**src/hdl/mcbft_pkg.sv**
```systemverilog
package mcbft_pkg;

    localparam int NUM_CHANNELS_DEF = 8;
    localparam int TIMEBASE_MS_DEF  = 10;
    localparam int MAX_CHANNELS     = 8;

    localparam int CFG_W  = 4;
    localparam int CH_W   = 3;
    localparam int MS_W   = 16;
    localparam int TICK_W = 16;
    localparam int CHM_W  = 2;
    localparam int DRV_W  = 2;
    localparam int ST_W   = 2;

    localparam logic [CFG_W-1:0] CFG_RESET = 4'd8;

    // request codes on the input channel
    typedef enum logic [1:0] {
        CMD_TICK  = 2'd0,
        CMD_OFF   = 2'd1,
        CMD_ON    = 2'd2,
        CMD_FLASH = 2'd3
    } t_cmd;

    // stored channel mode
    localparam logic [CHM_W-1:0] CHM_OFF   = 2'd0;
    localparam logic [CHM_W-1:0] CHM_ON    = 2'd1;
    localparam logic [CHM_W-1:0] CHM_FLASH = 2'd2;

    localparam logic [DRV_W-1:0] DRV_SILENT = 2'd0;
    localparam logic [DRV_W-1:0] DRV_FULL   = 2'd1;
    localparam logic [DRV_W-1:0] DRV_HALF   = 2'd2;

    localparam logic [ST_W-1:0] ST_OK          = 2'd0;
    localparam logic [ST_W-1:0] ST_NOT_IN_USE  = 2'd1;
    localparam logic [ST_W-1:0] ST_RANGE_ERR   = 2'd2;

    // one channel entry; all zero is the reset value
    typedef struct packed {
        logic [CHM_W-1:0]  mode;
        logic [TICK_W-1:0] remaining_ticks;
        logic [TICK_W-1:0] on_phase_ticks;
        logic [TICK_W-1:0] off_phase_ticks;
        logic [TICK_W-1:0] phase_countdown;
        logic              in_on_phase;
        logic [DRV_W-1:0]  drive;
    } t_chan_state;

    // one tick applied to one channel entry
    function automatic t_chan_state chan_advance(input t_chan_state s);
        t_chan_state       r;
        logic [TICK_W-1:0] cd_dec;
        r      = s;
        cd_dec = (s.phase_countdown != '0) ? s.phase_countdown - 1'b1 : s.phase_countdown;
        if (s.mode != CHM_OFF && !(s.mode == CHM_ON && s.remaining_ticks == '0)) begin
            if (s.remaining_ticks != '0) begin
                r.remaining_ticks = s.remaining_ticks - 1'b1;
            end
            if (s.remaining_ticks == TICK_W'(1)) begin
                r.mode  = CHM_OFF;
                r.drive = DRV_SILENT;
            end else if (s.mode == CHM_FLASH) begin
                r.phase_countdown = cd_dec;
                if (cd_dec == '0) begin
                    if (s.in_on_phase) begin
                        r.in_on_phase     = 1'b0;
                        r.drive           = DRV_SILENT;
                        r.phase_countdown = s.off_phase_ticks;
                    end else begin
                        r.in_on_phase     = 1'b1;
                        r.drive           = DRV_HALF;
                        r.phase_countdown = s.on_phase_ticks;
                    end
                end
            end
        end
        return r;
    endfunction

    // channel still needs ticks
    function automatic logic chan_running(input t_chan_state s);
        return (s.mode == CHM_FLASH) || (s.mode == CHM_ON && s.remaining_ticks != '0);
    endfunction

endpackage

```
**src/hdl/mcbft_ms2tick.sv**
```systemverilog
module mcbft_ms2tick import mcbft_pkg::*; #(
    parameter int TIMEBASE_MS = TIMEBASE_MS_DEF
) (
    input  logic              i_clk,
    input  logic [MS_W-1:0]   i_ms,
    output logic [TICK_W-1:0] o_ticks
);

    // floor(2^32 / tb) + 1 gives an exact quotient for 16-bit dividends
    localparam logic [32:0] RECIP = 33'((64'd1 << 32) / TIMEBASE_MS + 1);

    logic [MS_W+32:0] w_prod;

    assign w_prod = {33'd0, i_ms} * {{MS_W{1'b0}}, RECIP};

    always_ff @(posedge i_clk) begin
        o_ticks <= w_prod[MS_W+31:32];
    end

endmodule

```
**src/hdl/mcbft_chan_mem.sv**
```systemverilog
module mcbft_chan_mem import mcbft_pkg::*; #(
    parameter int DEPTH = NUM_CHANNELS_DEF,
    parameter int AW    = 3
) (
    input  logic          i_clk,
    input  logic          i_rst_n,
    input  logic          i_rd_en,
    input  logic [AW-1:0] i_rd_addr,
    output t_chan_state   o_rd_data,
    input  logic          i_wr_en,
    input  logic [AW-1:0] i_wr_addr,
    input  t_chan_state   i_wr_data
);

    t_chan_state      r_mem [DEPTH];
    logic [DEPTH-1:0] r_valid;
    t_chan_state      r_rd_data;
    logic             r_rd_valid;
    logic             w_fwd;

    // write-first on a same-entry collision
    assign w_fwd = i_wr_en && (i_wr_addr == i_rd_addr);

    always_ff @(posedge i_clk) begin
        if (i_wr_en) begin
            r_mem[i_wr_addr] <= i_wr_data;
        end
        if (i_rd_en) begin
            r_rd_data <= w_fwd ? i_wr_data : r_mem[i_rd_addr];
        end
    end

    always_ff @(posedge i_clk) begin
        if (!i_rst_n) begin
            r_valid    <= '0;
            r_rd_valid <= 1'b0;
        end else begin
            if (i_wr_en) begin
                r_valid[i_wr_addr] <= 1'b1;
            end
            if (i_rd_en) begin
                r_rd_valid <= w_fwd ? 1'b1 : r_valid[i_rd_addr];
            end
        end
    end

    // an entry never written reads as the reset state
    assign o_rd_data = r_rd_valid ? r_rd_data : '0;

endmodule

```
**src/hdl/multi_channel_beep_flash_timer.sv**
```systemverilog
// a command is accepted in idle, its times pass through the conversion registers, and the
//   result goes to the output register once it is free; only then is a new request taken
// a tick walks the channels in use: read-modify-write steps through the channel memory, then
//   one result per channel, one memory read per cycle while the output is not stalled
// reset: every channel off and silent, channels_in_use back to 8; the memory valid bits
//   clear at reset, so there is no clearing pass
module multi_channel_beep_flash_timer import mcbft_pkg::*; #(
    parameter int NUM_CHANNELS = NUM_CHANNELS_DEF,
    parameter int TIMEBASE_MS  = TIMEBASE_MS_DEF
) (
    input  logic              i_clk,
    input  logic              i_rst_n,
    // configuration
    input  logic              i_cfg_valid,
    output logic              o_cfg_ready,
    input  logic [CFG_W-1:0]  i_cfg_channels_in_use,
    // request channel
    input  logic              i_in_valid,
    output logic              o_in_ready,
    input  logic [1:0]        i_mode,
    input  logic [CH_W-1:0]   i_channel,
    input  logic [MS_W-1:0]   i_active_time_ms,
    input  logic [MS_W-1:0]   i_flash_on_ms,
    input  logic [MS_W-1:0]   i_flash_off_ms,
    // result channel
    output logic              o_out_valid,
    input  logic              i_out_ready,
    output logic [CH_W-1:0]   o_out_channel,
    output logic [DRV_W-1:0]  o_drive_level,
    output logic [ST_W-1:0]   o_status,
    output logic              o_any_running,
    output logic              o_last
);

    // only channels below eight can ever be addressed
    localparam int MEM_DEPTH = (NUM_CHANNELS < MAX_CHANNELS) ? NUM_CHANNELS : MAX_CHANNELS;
    localparam int AW        = (MEM_DEPTH > 1) ? $clog2(MEM_DEPTH) : 1;

    typedef enum logic [2:0] {
        S_IDLE,
        S_CONV,
        S_CMD,
        S_ADV,
        S_EMIT
    } t_state;

    t_state               r_state;
    logic [CFG_W-1:0]     r_cfg;
    t_cmd                 r_mode;
    logic [CH_W-1:0]      r_chan;
    logic [MS_W-1:0]      r_active_ms;
    logic [MS_W-1:0]      r_on_ms;
    logic [MS_W-1:0]      r_off_ms;
    logic [CFG_W-1:0]     r_n;
    logic [AW-1:0]        r_idx;
    logic [MEM_DEPTH-1:0] r_run;
    logic [MEM_DEPTH-1:0] n_run;

    logic                 r_out_valid;
    logic [CH_W-1:0]      r_out_channel;
    logic [DRV_W-1:0]     r_drive_level;
    logic [ST_W-1:0]      r_status;
    logic                 r_any_running;
    logic                 r_last;

    logic [CFG_W-1:0]     w_n_cfg;
    logic [MEM_DEPTH-1:0] w_mask;
    logic                 w_out_free;
    logic                 w_in_fire;
    logic                 w_in_tick;
    logic                 w_chan_ok_in;
    logic                 w_chan_ok;
    logic                 w_idx_last;
    logic [AW-1:0]        w_idx_next;
    logic                 w_flash_err;

    logic [TICK_W-1:0]    w_act_t;
    logic [TICK_W-1:0]    w_on_t;
    logic [TICK_W-1:0]    w_off_t;

    logic                 w_rd_en;
    logic [AW-1:0]        w_rd_addr;
    t_chan_state          w_rd_data;
    logic                 w_wr_en;
    logic [AW-1:0]        w_wr_addr;
    t_chan_state          w_wr_data;
    t_chan_state          w_cmd_state;
    t_chan_state          w_adv_state;

    // ms to tick conversion, one unit per time field
    mcbft_ms2tick #(.TIMEBASE_MS(TIMEBASE_MS)) u_conv_act (
        .i_clk   (i_clk),
        .i_ms    (r_active_ms),
        .o_ticks (w_act_t)
    );

    mcbft_ms2tick #(.TIMEBASE_MS(TIMEBASE_MS)) u_conv_on (
        .i_clk   (i_clk),
        .i_ms    (r_on_ms),
        .o_ticks (w_on_t)
    );

    mcbft_ms2tick #(.TIMEBASE_MS(TIMEBASE_MS)) u_conv_off (
        .i_clk   (i_clk),
        .i_ms    (r_off_ms),
        .o_ticks (w_off_t)
    );

    // channel table
    mcbft_chan_mem #(.DEPTH(MEM_DEPTH), .AW(AW)) u_mem (
        .i_clk     (i_clk),
        .i_rst_n   (i_rst_n),
        .i_rd_en   (w_rd_en),
        .i_rd_addr (w_rd_addr),
        .o_rd_data (w_rd_data),
        .i_wr_en   (w_wr_en),
        .i_wr_addr (w_wr_addr),
        .i_wr_data (w_wr_data)
    );

    assign o_cfg_ready   = 1'b1;
    assign o_in_ready    = (r_state == S_IDLE);
    assign o_out_valid   = r_out_valid;
    assign o_out_channel = r_out_channel;
    assign o_drive_level = r_drive_level;
    assign o_status      = r_status;
    assign o_any_running = r_any_running;
    assign o_last        = r_last;

    // count in use, limited to the table depth
    assign w_n_cfg = (r_cfg > CFG_W'(MEM_DEPTH)) ? CFG_W'(MEM_DEPTH) : r_cfg;

    always_comb begin
        for (int i = 0; i < MEM_DEPTH; i++) begin
            w_mask[i] = (CFG_W'(i) < r_n);
        end
    end

    assign w_out_free   = !r_out_valid || i_out_ready;
    assign w_in_fire    = i_in_valid && o_in_ready;
    assign w_in_tick    = (i_mode == CMD_TICK);
    assign w_chan_ok_in = ({1'b0, i_channel} < w_n_cfg);
    assign w_chan_ok    = ({1'b0, r_chan} < r_n);
    assign w_idx_last   = ((CFG_W'(r_idx) + CFG_W'(1)) == r_n);
    assign w_idx_next   = w_idx_last ? '0 : r_idx + 1'b1;
    assign w_flash_err  = (w_on_t == '0) || (w_off_t == '0);

    assign w_adv_state  = chan_advance(w_rd_data);

    // command applied to the entry read at acceptance
    always_comb begin
        w_cmd_state = w_rd_data;
        case (r_mode)
            CMD_OFF: begin
                w_cmd_state.mode  = CHM_OFF;
                w_cmd_state.drive = DRV_SILENT;
            end
            CMD_ON: begin
                w_cmd_state.mode            = CHM_ON;
                w_cmd_state.remaining_ticks = w_act_t;
                w_cmd_state.drive           = DRV_FULL;
            end
            CMD_FLASH: begin
                if (!w_flash_err) begin
                    w_cmd_state.mode            = CHM_FLASH;
                    w_cmd_state.remaining_ticks = w_act_t;
                    w_cmd_state.on_phase_ticks  = w_on_t;
                    w_cmd_state.off_phase_ticks = w_off_t;
                    w_cmd_state.in_on_phase     = 1'b1;
                    w_cmd_state.phase_countdown = w_on_t;
                    w_cmd_state.drive           = DRV_HALF;
                end
            end
            default: begin
            end
        endcase
    end

    // memory port control
    always_comb begin
        w_rd_en   = 1'b0;
        w_rd_addr = '0;
        w_wr_en   = 1'b0;
        w_wr_addr = r_idx;
        w_wr_data = w_adv_state;
        case (r_state)
            S_IDLE: begin
                // tick starts at entry zero, a command reads its own entry
                w_rd_en   = w_in_fire && (w_in_tick ? (w_n_cfg != '0) : w_chan_ok_in);
                w_rd_addr = w_in_tick ? '0 : AW'(i_channel);
            end
            S_CMD: begin
                w_wr_en   = w_out_free && (r_mode != CMD_TICK) && w_chan_ok
                            && !(r_mode == CMD_FLASH && w_flash_err);
                w_wr_addr = AW'(r_chan);
                w_wr_data = w_cmd_state;
            end
            S_ADV: begin
                // write back this entry, fetch the next; wraps to zero for the result pass
                w_wr_en   = 1'b1;
                w_rd_en   = 1'b1;
                w_rd_addr = w_idx_next;
            end
            S_EMIT: begin
                w_rd_en   = w_out_free && !w_idx_last;
                w_rd_addr = w_idx_next;
            end
            default: begin
            end
        endcase
    end

    // running flags follow every write to the table
    always_comb begin
        n_run = r_run;
        if (w_wr_en) begin
            n_run[w_wr_addr] = chan_running(w_wr_data);
        end
    end

    always_ff @(posedge i_clk) begin
        if (!i_rst_n) begin
            r_state     <= S_IDLE;
            r_cfg       <= CFG_RESET;
            r_run       <= '0;
            r_out_valid <= 1'b0;
            r_idx       <= '0;
            r_n         <= '0;
        end else begin
            r_run <= n_run;
            if (i_cfg_valid && o_cfg_ready) begin
                r_cfg <= i_cfg_channels_in_use;
            end
            if (r_out_valid && i_out_ready) begin
                r_out_valid <= 1'b0;
            end
            case (r_state)
                S_IDLE: begin
                    if (w_in_fire) begin
                        r_mode      <= t_cmd'(i_mode);
                        r_chan      <= i_channel;
                        r_active_ms <= i_active_time_ms;
                        r_on_ms     <= i_flash_on_ms;
                        r_off_ms    <= i_flash_off_ms;
                        r_n         <= w_n_cfg;
                        r_idx       <= '0;
                        if (w_in_tick && w_n_cfg != '0) begin
                            r_state <= S_ADV;
                        end else begin
                            r_state <= S_CONV;
                        end
                    end
                end
                S_CONV: begin
                    // tick times settle in the conversion registers
                    r_state <= S_CMD;
                end
                S_CMD: begin
                    if (w_out_free) begin
                        r_out_valid   <= 1'b1;
                        r_last        <= 1'b1;
                        r_any_running <= |(n_run & w_mask);
                        if (r_mode == CMD_TICK) begin
                            // tick with no channel in use
                            r_out_channel <= '0;
                            r_drive_level <= DRV_SILENT;
                            r_status      <= ST_NOT_IN_USE;
                        end else if (!w_chan_ok) begin
                            r_out_channel <= r_chan;
                            r_drive_level <= DRV_SILENT;
                            r_status      <= ST_NOT_IN_USE;
                        end else if (r_mode == CMD_FLASH && w_flash_err) begin
                            r_out_channel <= r_chan;
                            r_drive_level <= w_rd_data.drive;
                            r_status      <= ST_RANGE_ERR;
                        end else begin
                            r_out_channel <= r_chan;
                            r_drive_level <= w_cmd_state.drive;
                            r_status      <= ST_OK;
                        end
                        r_state <= S_IDLE;
                    end
                end
                S_ADV: begin
                    r_idx <= w_idx_next;
                    if (w_idx_last) begin
                        r_state <= S_EMIT;
                    end
                end
                S_EMIT: begin
                    if (w_out_free) begin
                        r_out_valid   <= 1'b1;
                        r_out_channel <= CH_W'(r_idx);
                        r_drive_level <= w_rd_data.drive;
                        r_status      <= ST_OK;
                        r_any_running <= |(r_run & w_mask);
                        r_last        <= w_idx_last;
                        r_idx         <= w_idx_next;
                        if (w_idx_last) begin
                            r_state <= S_IDLE;
                        end
                    end
                end
                default: begin
                    r_state <= S_IDLE;
                end
            endcase
        end
    end

    // table writes only touch channels in use
    a_wr_in_use: assert property (@(posedge i_clk) disable iff (!i_rst_n)
        w_wr_en |-> (CFG_W'(w_wr_addr) < r_n))
        else $error("table write outside channels in use");

    // the walk index stays inside the channels in use
    a_idx_range: assert property (@(posedge i_clk) disable iff (!i_rst_n)
        (r_state == S_ADV || r_state == S_EMIT) |-> (CFG_W'(r_idx) < r_n))
        else $error("channel walk index out of range");

    // table writes happen only while applying a command or advancing
    a_wr_state: assert property (@(posedge i_clk) disable iff (!i_rst_n)
        w_wr_en |-> (r_state == S_ADV || r_state == S_CMD))
        else $error("table write in wrong state");

    // loading a last result finishes the request
    a_last_done: assert property (@(posedge i_clk) disable iff (!i_rst_n)
        ((r_state == S_CMD || (r_state == S_EMIT && w_idx_last)) && w_out_free)
        |=> (r_state == S_IDLE && r_out_valid && r_last))
        else $error("last result did not end the request");

endmodule

```
**config.mk**
```make
export PLATFORM = sky130hd
export DESIGN_NAME = multi_channel_beep_flash_timer
export DESIGN_NICKNAME = d
export VERILOG_FILES = /design/src/hdl/mcbft_pkg.sv /design/src/hdl/mcbft_ms2tick.sv /design/src/hdl/mcbft_chan_mem.sv /design/src/hdl/multi_channel_beep_flash_timer.sv
export SDC_FILE = /design/constraint.sdc
export NUM_CORES = 2
export LEC_CHECK = 0
export ABC_AREA = 1
export BUFFER_PORTS_ARGS = -buffer_cell sky130_fd_sc_hd__buf_2
export CAP_MARGIN = 30
export CORE_MARGIN = 3
export CORE_UTILIZATION = 45
export CTS_CLUSTER_SIZE = 24
export DETAILED_ROUTE_END_ITERATION = 16
export PLACE_DENSITY = 0.62
export SYNTH_ARGS = -nofsm -noshare
export SYNTH_HDL_FRONTEND = slang
export SYNTH_SLANG_ARGS = --single-unit
```
**constraint.sdc**
```tcl
create_clock -name i_clk -period 13.25 [get_ports i_clk]
set_input_delay 0.6625 -clock i_clk [delete_from_list [all_inputs] [get_ports i_clk]]
set_output_delay 0.6625 -clock i_clk [all_outputs]
set_load 0.005 [all_outputs]
```
==> metrics <==
status finished, final reports clean; max-capacitance violation count 0; final period utilization 43.1%; area of the multi-input gates 21700 sq um; crit path buf inv count 5; worst-case clock buffer depth 3; CTS sink count 754; TritonCTS clock tree built; critical path depth in cells 24; layout cells sized above 1 7.25%; Reg-to-Reg Start r_off_ms[10]; Post-Syn Nets 5313; 1st-pass router iterations 5; CP Capture Point u_conv_off.o_ticks[10]; most common cell after layout, fill and taps aside edfxtp_1; clk root buf clkbuf_16; global route overflow 0; Die W 328 um; Vias 32.5k; R2R Setup Slk 7540 ps; routability cong. 0.899; Top FF cell, synth edfxtp_1; Worst Max-Slew Pin Slew 1000 ps; RSZ-0062 raised after global routing no; port buffer count 72; Setup Skew 29.7 ps; drt drc 0; critical path capture point type flop; FF+latch count, synth 754; register area 21900 sq um; number of flops mapped to enable cells by yosys 683; top cell family by delay on the critical path adder cells; register area share after synthesis 46.9%; initial antenna violation count 1; Hold Crit Class in2reg; Post-CTS Setup Bufs 0; setup violators final 0; R2R depth 24; Clock H-tree levels 3; Syn Inst Count 4609; Crit Reg-Reg Endpoint u_conv_off.o_ticks[10]; Max FO, Critical Path 7; number of global-route vias before repair 32.4k; Final Hold Vio Count 0; Fillers 9202; CP Launch Point r_off_ms[10]; synth-to-layout area growth 9.55%; commonest cells after routing, fill and taps aside 683 x edfxtp_1, 628 x nor2_1, 624 x nand2_1; slowest stage delay, CP 630 ps; Critical Path, Cell by Cell ha_1 -> inv_1 -> fa_1 -> xnor2_1 -> ha_1 -> nor2_1 -> fa_1 -> inv_1 -> fa_1 -> inv_1 -> fa_1 -> inv_1 -> ha_1 -> nand2_1 -> nor2_1 -> inv_1 -> nor2_1 -> nand3_1 -> nand2_1 -> a21oi_1 -> o21bai_1 -> nand3_1 -> nand2_1 -> xor2_1; Max Freq 0.175 GHz; HPWL after DPL 75100 um; mapped cell area 46700 sq um; CTS Hold Bufs 0; total negative slack 0 ps; I/O pin total 74; minimum clock period after layout 5710 ps; post-synth cell types 61; crit path kind reg2reg; CTS resizes 0; chip height 328 um; WL per Instance 18.8 um; Setup crit start kind flop; CTS clock-pin slew for the worst setup and hold paths 60 ps; cell at the slowest stage of the critical path fa_1; Yosys Warn Count 0; number of buffers created by CTS 81; Crit path top cell by count inv_1; Rows 117; Max Transition Viols Final 0; Slew Limit Headroom 33.1%; WP data required 13800 ps; die area 108000 sq um; Syn Area/Cell 10.1 sq um; core footprint 102000 sq um; Layout Nets 5346; first-pass GRT wire length 182000 um; async set-reset flop share out of synthesis 0%; largest net degree at the start of global routing 109; DRT Wirelength 114000 um; initial core utilization 45.7%; GRT Total Usage 21.4%; drt initial violations 2558; Skew-Pair Late Insertion Delay 640 ps; ANT nets after route 0; worst path arrival time 6260 ps; vias per cell 5.35
## synthesized netlist by cell type, types with 10 or more instances
cell type	number	area, sq um
xor2_1	50	438
buf_1	11	41.3
xnor2_1	18	158
nand3_1	108	541
o22ai_1	31	194
o21a_1	19	143
nand2_2	22	138
fa_1	244	4880
o311ai_0	27	236
o31ai_1	44	330
o221ai_1	22	193
a31oi_1	26	163
o21ai_1	19	95.1
inv_2	20	75.1
nand2_1	625	2350
mux2i_1	16	160
dfxtp_1	71	1420
inv_1	629	2360
edfxtp_1	683	20500
o21ai_0	324	1620
buf_2	44	220
buf_4	11	82.6
nor2_1	630	2360
o211ai_1	61	458
ha_1	398	4980
a21boi_0	10	75.1
a21oi_1	206	1030
nor3_1	13	65.1
or2_2	31	194
nand4_1	25	156
clkbuf_1	86	323
## layer usage
metal  share of wire [%]  track usage [%]  up-vias
met5                   0                0        -
met4                 2.3             5.93        0
met3                 5.5             2.76      159
met2                  47             35.2      832
met1                  45             29.8    15800
li1                    -                -    15700
## how the worst min path moves through the flow
stage | slack [ps] | endpoint | from | depth (start not counted)
finish | 200 | r_off_ms[0] | i_flash_off_ms[0] | 1
global route | 170 | r_on_ms[8] | i_flash_on_ms[8] | 1
CTS | 150 | r_on_ms[7] | i_flash_on_ms[7] | 1
detailed placement | 450 | u_mem.r_valid[1] | u_mem.r_valid[1] | 2
global placement | 440 | u_mem.r_valid[5] | u_mem.r_valid[5] | 2
floorplan | 430 | u_mem.r_valid[0] | u_mem.r_valid[0] | 2
## stage by stage
| stage | instance area [sq um] | instances | hold slack, ps | setup WS [ps] | utilization (%) |
|---|---|---|---|---|---|
| 2_1_floorplan | 46700 | 4609 | 435 | 5860 | - |
| 3_3_place_gp | 48400 | 5923 | 444 | 7530 | 47.3 |
| 3_5_place_dp | 48400 | 5924 | 451 | 7560 | 47.3 |
| 4_1_cts | 51100 | 6070 | 155 | 7530 | 49.9 |
| 5_1_grt | 51200 | 6073 | 174 | 7120 | 50.0 |
| 6_report | 51200 | 6074 | 199 | 7540 | 50.0 |
## final cells by class
type	count	area share [%]
clock buffer	95	4.16
antenna	1	0.00489
tap	1368	3.34
inverter	653	4.86
timing repair buffer	106	1.33
clock inverter	51	1.08
multi-input combinational	3046	42.4
sequential	754	42.9
## cells by family (layout without fill, tap and decap cells)
group           Yosys count  in the layout  share of synthesized area, %
flops                   754            754                          46.9
xor+xnor                 68             68                          1.27
buf+inv                 809            905                          6.77
fa+ha+maj               642            642                          21.1
simple gates           1479           1479                          12.9
mux                      16             16                         0.343
compound gates          840            840                          10.7
other cells               1              2                       0.00803
## registers in the layout (all words and copies together) (netlist names)
| name | flops |
|---|---|
| u_mem.r_mem | 552 |
| r_n | 4 |
| r_run | 8 |
| u_mem.r_rd_valid | 1 |
| o_last | 1 |
| r_mode | 2 |
| r_chan | 3 |
| o_out_valid | 1 |
| r_state | 3 |
| r_cfg | 4 |
| r_idx | 3 |
| o_status | 2 |
| r_on_ms | 16 |
| u_conv_act.o_ticks | 13 |
| u_conv_on.o_ticks | 13 |
| u_mem.r_valid | 8 |
| r_active_ms | 16 |
| u_mem.r_rd_data | 69 |
| u_conv_off.o_ticks | 13 |
| o_any_running | 1 |
| r_off_ms | 16 |
| o_drive_level | 2 |
| o_out_channel | 3 |
## worst reg2reg max path: stages, from the launching register on
cell	delay [ps]
edfxtp_1	480
ha_1	360
inv_1	60
fa_1	630
xnor2_1	190
ha_1	190
nor2_1	80
fa_1	510
inv_1	70
fa_1	480
inv_1	50
fa_1	530
inv_1	40
ha_1	400
nand2_1	140
nor2_1	200
inv_1	110
nor2_1	150
nand3_1	100
nand2_1	150
a21oi_1	150
o21bai_1	220
nand3_1	100
nand2_1	90
xor2_1	140
Power is not shown: default switching activity piles up to over one toggle a cycle in this logic, so the estimate is an artifact.
